<file path="config.mk">
export PLATFORM = sky130hd
export DESIGN_NAME = life_grid_engine_core
export DESIGN_NICKNAME = d
export VERILOG_FILES = /design/src/lge_pkg.sv /design/src/lge_ctrl.sv /design/src/lge_datapath.sv /design/src/life_grid_engine_core.sv
export SDC_FILE = /design/constraint.sdc
export NUM_CORES = 2
export LEC_CHECK = 0
export BUFFER_PORTS_ARGS = -buffer_cell sky130_fd_sc_hd__buf_4
export CORE_ASPECT_RATIO = 0.7
export CORE_UTILIZATION = 60
export DETAILED_ROUTE_END_ITERATION = 10
export PLACE_DENSITY = 0.76
export SLEW_MARGIN = 10
export SYNTH_ARGS = -nofsm -noshare
export SYNTH_HDL_FRONTEND = slang
export SYNTH_SLANG_ARGS = --single-unit
</file>
<file path="constraint.sdc">
create_clock -name clk -period 5.9 [get_ports clk]
set_clock_uncertainty 0.05 [all_clocks]
set_input_delay 1.77 -clock clk [delete_from_list [all_inputs] [get_ports clk]]
set_output_delay 1.77 -clock clk [all_outputs]
set_load 0.1 [all_outputs]
</file>
<file path="src/lge_pkg.sv">
// Shared types and constants for the life grid engine.
// Command codes, controller states, control and status bundles.
// No dependencies.
package lge_pkg;

  typedef enum logic [1:0] {
    CMD_WRITE = 2'd0,
    CMD_READ  = 2'd1,
    CMD_STEP  = 2'd2
  } cmd_t;

  typedef enum logic [2:0] {
    ST_IDLE,
    ST_WR_FETCH,
    ST_WR_APPLY,
    ST_RD_FETCH,
    ST_RD_APPLY,
    ST_STEP_FETCH,
    ST_STEP_LOAD,
    ST_STEP_RUN
  } state_t;

  localparam int unsigned CMD_W   = 2;
  localparam int unsigned COORD_W = 5;
  localparam int unsigned COUNT_W = 4;

  localparam logic [COUNT_W-1:0] SURVIVE_COUNT = 4'd2;
  localparam logic [COUNT_W-1:0] BIRTH_COUNT   = 4'd3;

  typedef struct packed {
    logic capture;
    logic rd_cell;
    logic wr_cell;
    logic out_load;
    logic step_start;
    logic step_load;
    logic step_row;
  } ctrl_t;

  typedef struct packed {
    logic last_row;
    logic out_full;
  } stat_t;

endpackage

</file>
<file path="src/lge_ctrl.sv">
// Controller state machine for the life grid engine.
// Sequences cell reads, cell writes and generation steps; depends on lge_pkg.
module lge_ctrl (
  input  logic                       clk,
  input  logic                       rst,
  input  logic                       in_valid,
  input  logic [lge_pkg::CMD_W-1:0]  command,
  output logic                       in_stall,
  input  lge_pkg::stat_t             stat,
  output lge_pkg::ctrl_t             ctrl
);
  import lge_pkg::*;

  state_t state;
  state_t state_next;
  logic   accept;
  cmd_t   cmd;

  assign cmd      = cmd_t'(command);
  assign in_stall = (state != ST_IDLE) || ((cmd == CMD_READ) && stat.out_full);
  assign accept   = in_valid && !in_stall;

  always_ff @(posedge clk) begin
    if (rst) begin
      state <= ST_IDLE;
    end else begin
      state <= state_next;
    end
  end

  always_comb begin
    state_next = state;
    case (state)
      ST_IDLE: begin
        if (accept) begin
          case (cmd)
            CMD_WRITE: state_next = ST_WR_FETCH;
            CMD_READ:  state_next = ST_RD_FETCH;
            CMD_STEP:  state_next = ST_STEP_FETCH;
            default:   state_next = ST_IDLE;
          endcase
        end
      end
      ST_WR_FETCH:   state_next = ST_WR_APPLY;
      ST_WR_APPLY:   state_next = ST_IDLE;
      ST_RD_FETCH:   state_next = ST_RD_APPLY;
      ST_RD_APPLY:   state_next = ST_IDLE;
      ST_STEP_FETCH: state_next = ST_STEP_LOAD;
      ST_STEP_LOAD:  state_next = ST_STEP_RUN;
      ST_STEP_RUN: begin
        if (stat.last_row) begin
          state_next = ST_IDLE;
        end
      end
      default:       state_next = ST_IDLE;
    endcase
  end

  always_comb begin
    ctrl         = '0;
    ctrl.capture = accept;
    case (state)
      ST_WR_FETCH:   ctrl.rd_cell    = 1'b1;
      ST_WR_APPLY:   ctrl.wr_cell    = 1'b1;
      ST_RD_FETCH:   ctrl.rd_cell    = 1'b1;
      ST_RD_APPLY:   ctrl.out_load   = 1'b1;
      ST_STEP_FETCH: ctrl.step_start = 1'b1;
      ST_STEP_LOAD:  ctrl.step_load  = 1'b1;
      ST_STEP_RUN:   ctrl.step_row   = 1'b1;
      default:       ctrl.capture    = accept;
    endcase
  end

endmodule

</file>
<file path="src/lge_datapath.sv">
// Datapath for the life grid engine: row memory, three-row window,
// neighbour count logic, row counter and result register; depends on lge_pkg.
module lge_datapath #(
  parameter int NUM_COLS = 32,
  parameter int NUM_ROWS = 32
) (
  input  logic                         clk,
  input  logic                         rst,
  input  logic [lge_pkg::COORD_W-1:0]  row,
  input  logic [lge_pkg::COORD_W-1:0]  col,
  input  logic                         value,
  input  lge_pkg::ctrl_t               ctrl,
  output lge_pkg::stat_t               stat,
  output logic                         out_valid,
  input  logic                         out_stall,
  output logic                         cell_value
);
  import lge_pkg::*;

  localparam int AW = $clog2(NUM_ROWS);
  localparam int CW = $clog2(NUM_COLS);
  localparam logic [AW:0] HEIGHT_W = (AW + 1)'(NUM_ROWS);

  logic [NUM_COLS-1:0]    mem [NUM_ROWS];
  logic [NUM_ROWS-1:0]    row_valid;
  logic [NUM_COLS-1:0]    rd_data;
  logic                   rd_vld;
  logic [NUM_COLS-1:0]    rd_eff;

  logic [COORD_W-1:0]     row_q;
  logic [COORD_W-1:0]     col_q;
  logic                   value_q;
  logic                   row_ok;
  logic                   col_ok;
  logic [AW+COORD_W-1:0]  row_ext;
  logic [CW+COORD_W-1:0]  col_ext;
  logic [AW-1:0]          row_addr;
  logic [CW-1:0]          col_idx;

  logic [AW-1:0]          idx;
  logic [AW:0]            idx_p1;
  logic [AW:0]            idx_p2;
  logic [NUM_COLS-1:0]    prev;
  logic [NUM_COLS-1:0]    cur;
  logic [NUM_COLS-1:0]    nxt_eff;
  logic [NUM_COLS-1:0]    new_row;
  logic [NUM_COLS-1:0]    cell_row;

  logic                   rd_en;
  logic [AW-1:0]          rd_addr;
  logic                   wr_en;
  logic [AW-1:0]          wr_addr;
  logic [NUM_COLS-1:0]    wr_data;

  always_ff @(posedge clk) begin
    if (ctrl.capture) begin
      row_q   <= row;
      col_q   <= col;
      value_q <= value;
    end
  end

  assign row_ok   = 32'(row_q) < 32'(NUM_ROWS);
  assign col_ok   = 32'(col_q) < 32'(NUM_COLS);
  assign row_ext  = {{AW{1'b0}}, row_q};
  assign col_ext  = {{CW{1'b0}}, col_q};
  assign row_addr = row_ext[AW-1:0];
  assign col_idx  = col_ext[CW-1:0];

  assign idx_p1 = {1'b0, idx} + (AW + 1)'(1);
  assign idx_p2 = {1'b0, idx} + (AW + 1)'(2);

  assign rd_eff  = rd_vld ? rd_data : '0;
  assign nxt_eff = (idx_p1 < HEIGHT_W) ? rd_eff : '0;

  always_comb begin
    rd_en   = 1'b0;
    rd_addr = '0;
    if (ctrl.rd_cell) begin
      rd_en   = row_ok;
      rd_addr = row_addr;
    end else if (ctrl.step_start) begin
      rd_en   = 1'b1;
      rd_addr = '0;
    end else if (ctrl.step_load) begin
      rd_en   = 1'b1;
      rd_addr = AW'(1);
    end else if (ctrl.step_row) begin
      rd_en   = idx_p2 < HEIGHT_W;
      rd_addr = idx_p2[AW-1:0];
    end
  end

  always_comb begin
    cell_row          = rd_eff;
    cell_row[col_idx] = value_q;
  end

  always_comb begin
    logic [NUM_COLS+1:0] p;
    logic [NUM_COLS+1:0] m;
    logic [NUM_COLS+1:0] n;
    logic [COUNT_W-1:0]  cnt;
    p = {1'b0, prev, 1'b0};
    m = {1'b0, cur, 1'b0};
    n = {1'b0, nxt_eff, 1'b0};
    for (int c = 0; c < NUM_COLS; c++) begin
      cnt = COUNT_W'(p[c]) + COUNT_W'(p[c+1]) + COUNT_W'(p[c+2])
          + COUNT_W'(m[c]) + COUNT_W'(m[c+2])
          + COUNT_W'(n[c]) + COUNT_W'(n[c+1]) + COUNT_W'(n[c+2]);
      new_row[c] = (cnt == BIRTH_COUNT) || (cur[c] && (cnt == SURVIVE_COUNT));
    end
  end

  always_comb begin
    wr_en   = 1'b0;
    wr_addr = idx;
    wr_data = new_row;
    if (ctrl.wr_cell) begin
      wr_en   = row_ok && col_ok;
      wr_addr = row_addr;
      wr_data = cell_row;
    end else if (ctrl.step_row) begin
      wr_en = 1'b1;
    end
  end

  always_ff @(posedge clk) begin
    if (wr_en) begin
      mem[wr_addr] <= wr_data;
    end
    if (rd_en) begin
      rd_data <= mem[rd_addr];
    end
  end

  always_ff @(posedge clk) begin
    if (rst) begin
      row_valid <= '0;
      rd_vld    <= 1'b0;
    end else begin
      if (wr_en) begin
        row_valid[wr_addr] <= 1'b1;
      end
      if (rd_en) begin
        rd_vld <= row_valid[rd_addr];
      end
    end
  end

  always_ff @(posedge clk) begin
    if (ctrl.step_start) begin
      idx  <= '0;
      prev <= '0;
    end else if (ctrl.step_row) begin
      idx  <= idx_p1[AW-1:0];
      prev <= cur;
    end
    if (ctrl.step_load) begin
      cur <= rd_eff;
    end else if (ctrl.step_row) begin
      cur <= nxt_eff;
    end
  end

  assign stat = '{last_row: (idx == AW'(NUM_ROWS - 1)),
                  out_full: (out_valid && out_stall)};

  always_ff @(posedge clk) begin
    if (rst) begin
      out_valid <= 1'b0;
    end else if (ctrl.out_load) begin
      out_valid <= 1'b1;
    end else if (!out_stall) begin
      out_valid <= 1'b0;
    end
  end

  always_ff @(posedge clk) begin
    if (ctrl.out_load) begin
      cell_value <= row_ok && col_ok && rd_eff[col_idx];
    end
  end

endmodule

</file>
<file path="src/life_grid_engine_core.sv">
// Life grid engine top level: bounded B3/S23 grid with cell read/write and step.
// Read and write words pass through a fetch state and an apply state; the read apply state loads the result register.
// A step word passes through fetch and load states, then runs one row per cycle through the row memory port.
// Inputs are taken only while idle; one word is worked on at a time.
// Synchronous reset clears the row valid bits, so the grid reads as all dead at once.
// Depends on lge_pkg, lge_ctrl and lge_datapath.
module life_grid_engine_core #(
  parameter int NUM_COLS = 32,
  parameter int NUM_ROWS = 32
) (
  input  logic                         clk,
  input  logic                         rst,
  input  logic                         in_valid,
  output logic                         in_stall,
  input  logic [lge_pkg::CMD_W-1:0]    command,
  input  logic [lge_pkg::COORD_W-1:0]  row,
  input  logic [lge_pkg::COORD_W-1:0]  col,
  input  logic                         value,
  output logic                         out_valid,
  input  logic                         out_stall,
  output logic                         cell_value
);
  import lge_pkg::*;

  ctrl_t ctrl;
  stat_t stat;

  lge_ctrl u_ctrl (
    .clk      (clk),
    .rst      (rst),
    .in_valid (in_valid),
    .command  (command),
    .in_stall (in_stall),
    .stat     (stat),
    .ctrl     (ctrl)
  );

  lge_datapath #(
    .NUM_COLS (NUM_COLS),
    .NUM_ROWS (NUM_ROWS)
  ) u_datapath (
    .clk        (clk),
    .rst        (rst),
    .row        (row),
    .col        (col),
    .value      (value),
    .ctrl       (ctrl),
    .stat       (stat),
    .out_valid  (out_valid),
    .out_stall  (out_stall),
    .cell_value (cell_value)
  );

endmodule

</file>
==> impl_metrics.csv <==
group,metric,value,unit
floorplanning,io_pins,20,
synth,synth_nets,3301,
layout,n_antenna_cell,0,
setup_path,rr_worst_depth,15,
clocking,clk_pin_slew,70,ps
clocking,cts_buffers,104,
clocking,htreeDepth,3,
power_and_ir_drop,p_total,0.0204,W
layout,final_area,0.0575,mm^2
sta,slew_headroom,14.4,%
floorplanning,die_height,248,um
synth,yosysWarningCount,0,
clocking,cts_resized,0,
clocking,cts_setup_buffers,0,
sta,drv_slew,0,
synth,syn-cell-area,0.0517,mm^2
clocking,clk_latency,710,ps
synth,synth_edf_count,1100,
sta,setup_violations,0,
setup_path,cp-start-kind,"register",
sta,worst_pin_slew,1280,ps
floorplanning,rows,89,
sta,hold_viol,0,
worst_hold_path,min-delay-path-class,"reg -> reg",
floorplanning,fp.coreArea,0.0847,mm^2
grt,met3_usage,8.70,%
synth,synth_flop_cell,"edfxtp_1",
layout,drive_above_1_share,19.6,%
synth,yosysSeqAreaShare,66.8,%
synth,yosysMostFrequentCell,"edfxtp_1",
placement,port_buffers,19,
placement,placed_cell_area,0.0539,mm^2
synth,synth_top_family_by_area,"multiplexers",
grt,grt_max_degree,62,
layout,final_util,67.9,%
clocking,clkSinkCount,1174,
placement,dp_hpwl,80.5,mm
status,status,"finished clean",
floorplanning,initial_core_util,61.0,%
detailed_routing,drt_first_pass_iters,6,
power_and_ir_drop,irDropWorstVdd,0.360,mV
synth,synthTopCellsByArea,"edfxtp_1 (64%), mux4_2 (12%), fa_1 (4.8%)",
grt,met1_usage,45.3,%
sta,fmax,0.183,GHz
sta,holdWs,430,ps
detailed_routing,wire_per_inst,32.0,um
grt,grt.met2_usage,50.1,%
detailed_routing,dr.first_iter.drc_count,4573,
grt,grt.overflow.total,0,
synth,synth-xor-area-share,0.0847,%
detailed_routing,drcViolationCount,0,
synth,ys_ff_latch,1174,
grt,grt_busiest_layer,"met2",
setup_path,crit_required,6360,ps
sta,rsz0062_at_grt,"no",
sta,tns,0,ps
synth,synthMuxAreaShare,13.5,%
layout,area_delta_synth_final,11.3,%
detailed_routing,ant_nets,0,
grt,antenna_found_initial,1,
placement,place_congestion,0.942,
job,drv_cap,0,
synth,netlist-cell-type-count,60,
floorplanning,die_area,0.0874,mm^2
layout,final_nets,3372,
detailed_routing,via_per_inst,6.78,
setup_path,worst-setup-path-type,"reg -> reg",
synth,syn_avg_cell_area,16.9,um^2
synth,synth-simple-area-share,4.11,%
grt,grt_usage,32.5,%
setup_path,arrival,5930,ps
synth,synthAdderAreaFrac,7.11,%
setup_path,cp-end-kind,"register",
power_and_ir_drop,powerDensity,355,mW/mm^2
detailed_routing,via_count,29600,
clocking,cts_tree,"built",
grt,grt_pass1_vias,29400,
synth,synthCells,3064,
setup_path,crit_fanout,34,
power_and_ir_drop,p_leak,20.0,nW
worst_hold_path,hold_depth,2,
synth,synth_largest_type_area_fraction,63.9,%
grt,grt_pass1_wl,202,mm
clocking,clockRootBuffer,"clkbuf_16",
synth,synth-compound-area-share,4.53,%
sta,timing.final.crit_share,92.8,%
synth,async_flop_share,0,%
synth,synth_commonest_cells,"edfxtp_1 (1100), inv_1 (313), mux4_2 (265)",
sta,period_needed,5480,ps
detailed_routing,totalWireLength,140,mm
clocking,cts_buffer_depth,3,
clocking,cts_hold_buffers,0,
synth,yosys.area.top_type,"edfxtp_1",
floorplanning,die_width,353,um
==> critical path, stage by stage, from the launching register on <==
cell and delay (ps):
dfxtp_1 440, ha_1 350, nand4_1 130, buf_4 400, nand3_1 280, fa_1 640, fa_1 420, inv_1 80
fa_1 170, inv_1 60, fa_1 380, a2111oi_0 360, a21oi_1 90, or4_1 480, o21ai_1 600, buf_4 360
==> registers in the layout (all words and copies together) (netlist names), 3 cells and up <==
| signal | cells |
|---|---|
| u_datapath.row_valid | 32 |
| u_datapath.prev | 32 |
| u_datapath.cur | 32 |
| u_datapath.col_idx | 5 |
| u_datapath.rd_data | 32 |
| u_datapath.mem | 1024 |
| u_datapath.row_addr | 5 |
| u_ctrl.state | 3 |
| u_datapath.idx | 5 |
==> cells in the final DEF (no fill, tap or decap), drive strengths merged, types with 6 or more instances in the layout <==
master	Yosys	routed
dfxtp	74	74
buf	71	122
a32o	33	33
a21oi	128	128
mux2i	101	101
inv	313	316
or4	29	29
clkinv	0	43
a221oi	32	32
a2111oi	24	24
nand3	37	37
a31oi	43	43
nand2	205	205
nor2	160	160
bufinv	0	18
nor2b	16	16
edfxtp	1100	1100
clkbuf	86	127
ha	97	97
mux4	265	265
a211oi	13	13
nand2b	6	6
o21ai	39	39
fa	123	123
==> cells by family after synthesis <==
family	after synthesis
buf+inv	470
xor+xnor	5
mux	366
compound gates	345
flops	1174
simple gates	484
fa+ha+maj	220
==> per-layer routing <==
| metal | share of wire (%) | wire length, um |
|---|---|---|
| met3 | 13 | 18700 |
| met4 | 3.7 | 5200 |
| met1 | 37 | 51400 |
| met2 | 46 | 64400 |
| met5 | 0 | 0 |
==> where the power goes <==
group	internal (W)	total [W]	switching, W
Sequential	0.0102	0.0103	0.000133
Combinational	0.000897	0.00293	0.00204
Clock	0.00410	0.00722	0.00311
==> final cells by class <==
type	instances	area, um^2
flip-flops and latches	1174	34500
fillers	5295	27200
multi-input cells	1420	15600
clock buffers	127	2720
well taps	1137	1420
repair buffers	122	1190
inverters	313	1170
clock inverters	69	903
==> path summary, 6_finish.rpt <==
path	start	end	slack [ps]
min reg2reg	u_datapath.row_valid[27]	u_datapath.row_valid[27]	430
max reg2reg	u_datapath.idx[1]	u_datapath.mem[21][21]	420
max	u_datapath.idx[1]	u_datapath.mem[21][21]	420
min	u_datapath.row_valid[27]	u_datapath.row_valid[27]	430
==> stage by stage <==
| stage | setup slack, ps | instances |
|---|---|---|
| after floorplan | 1020 | 3064 |
| after CTS | 505 | 4361 |
| after global placement | 659 | 4165 |
| after detailed placement | 525 | 4165 |
| final | 424 | 4362 |
| after global routing | 155 | 4362 |
No activity file was read; power rests on OpenSTA's default activity.
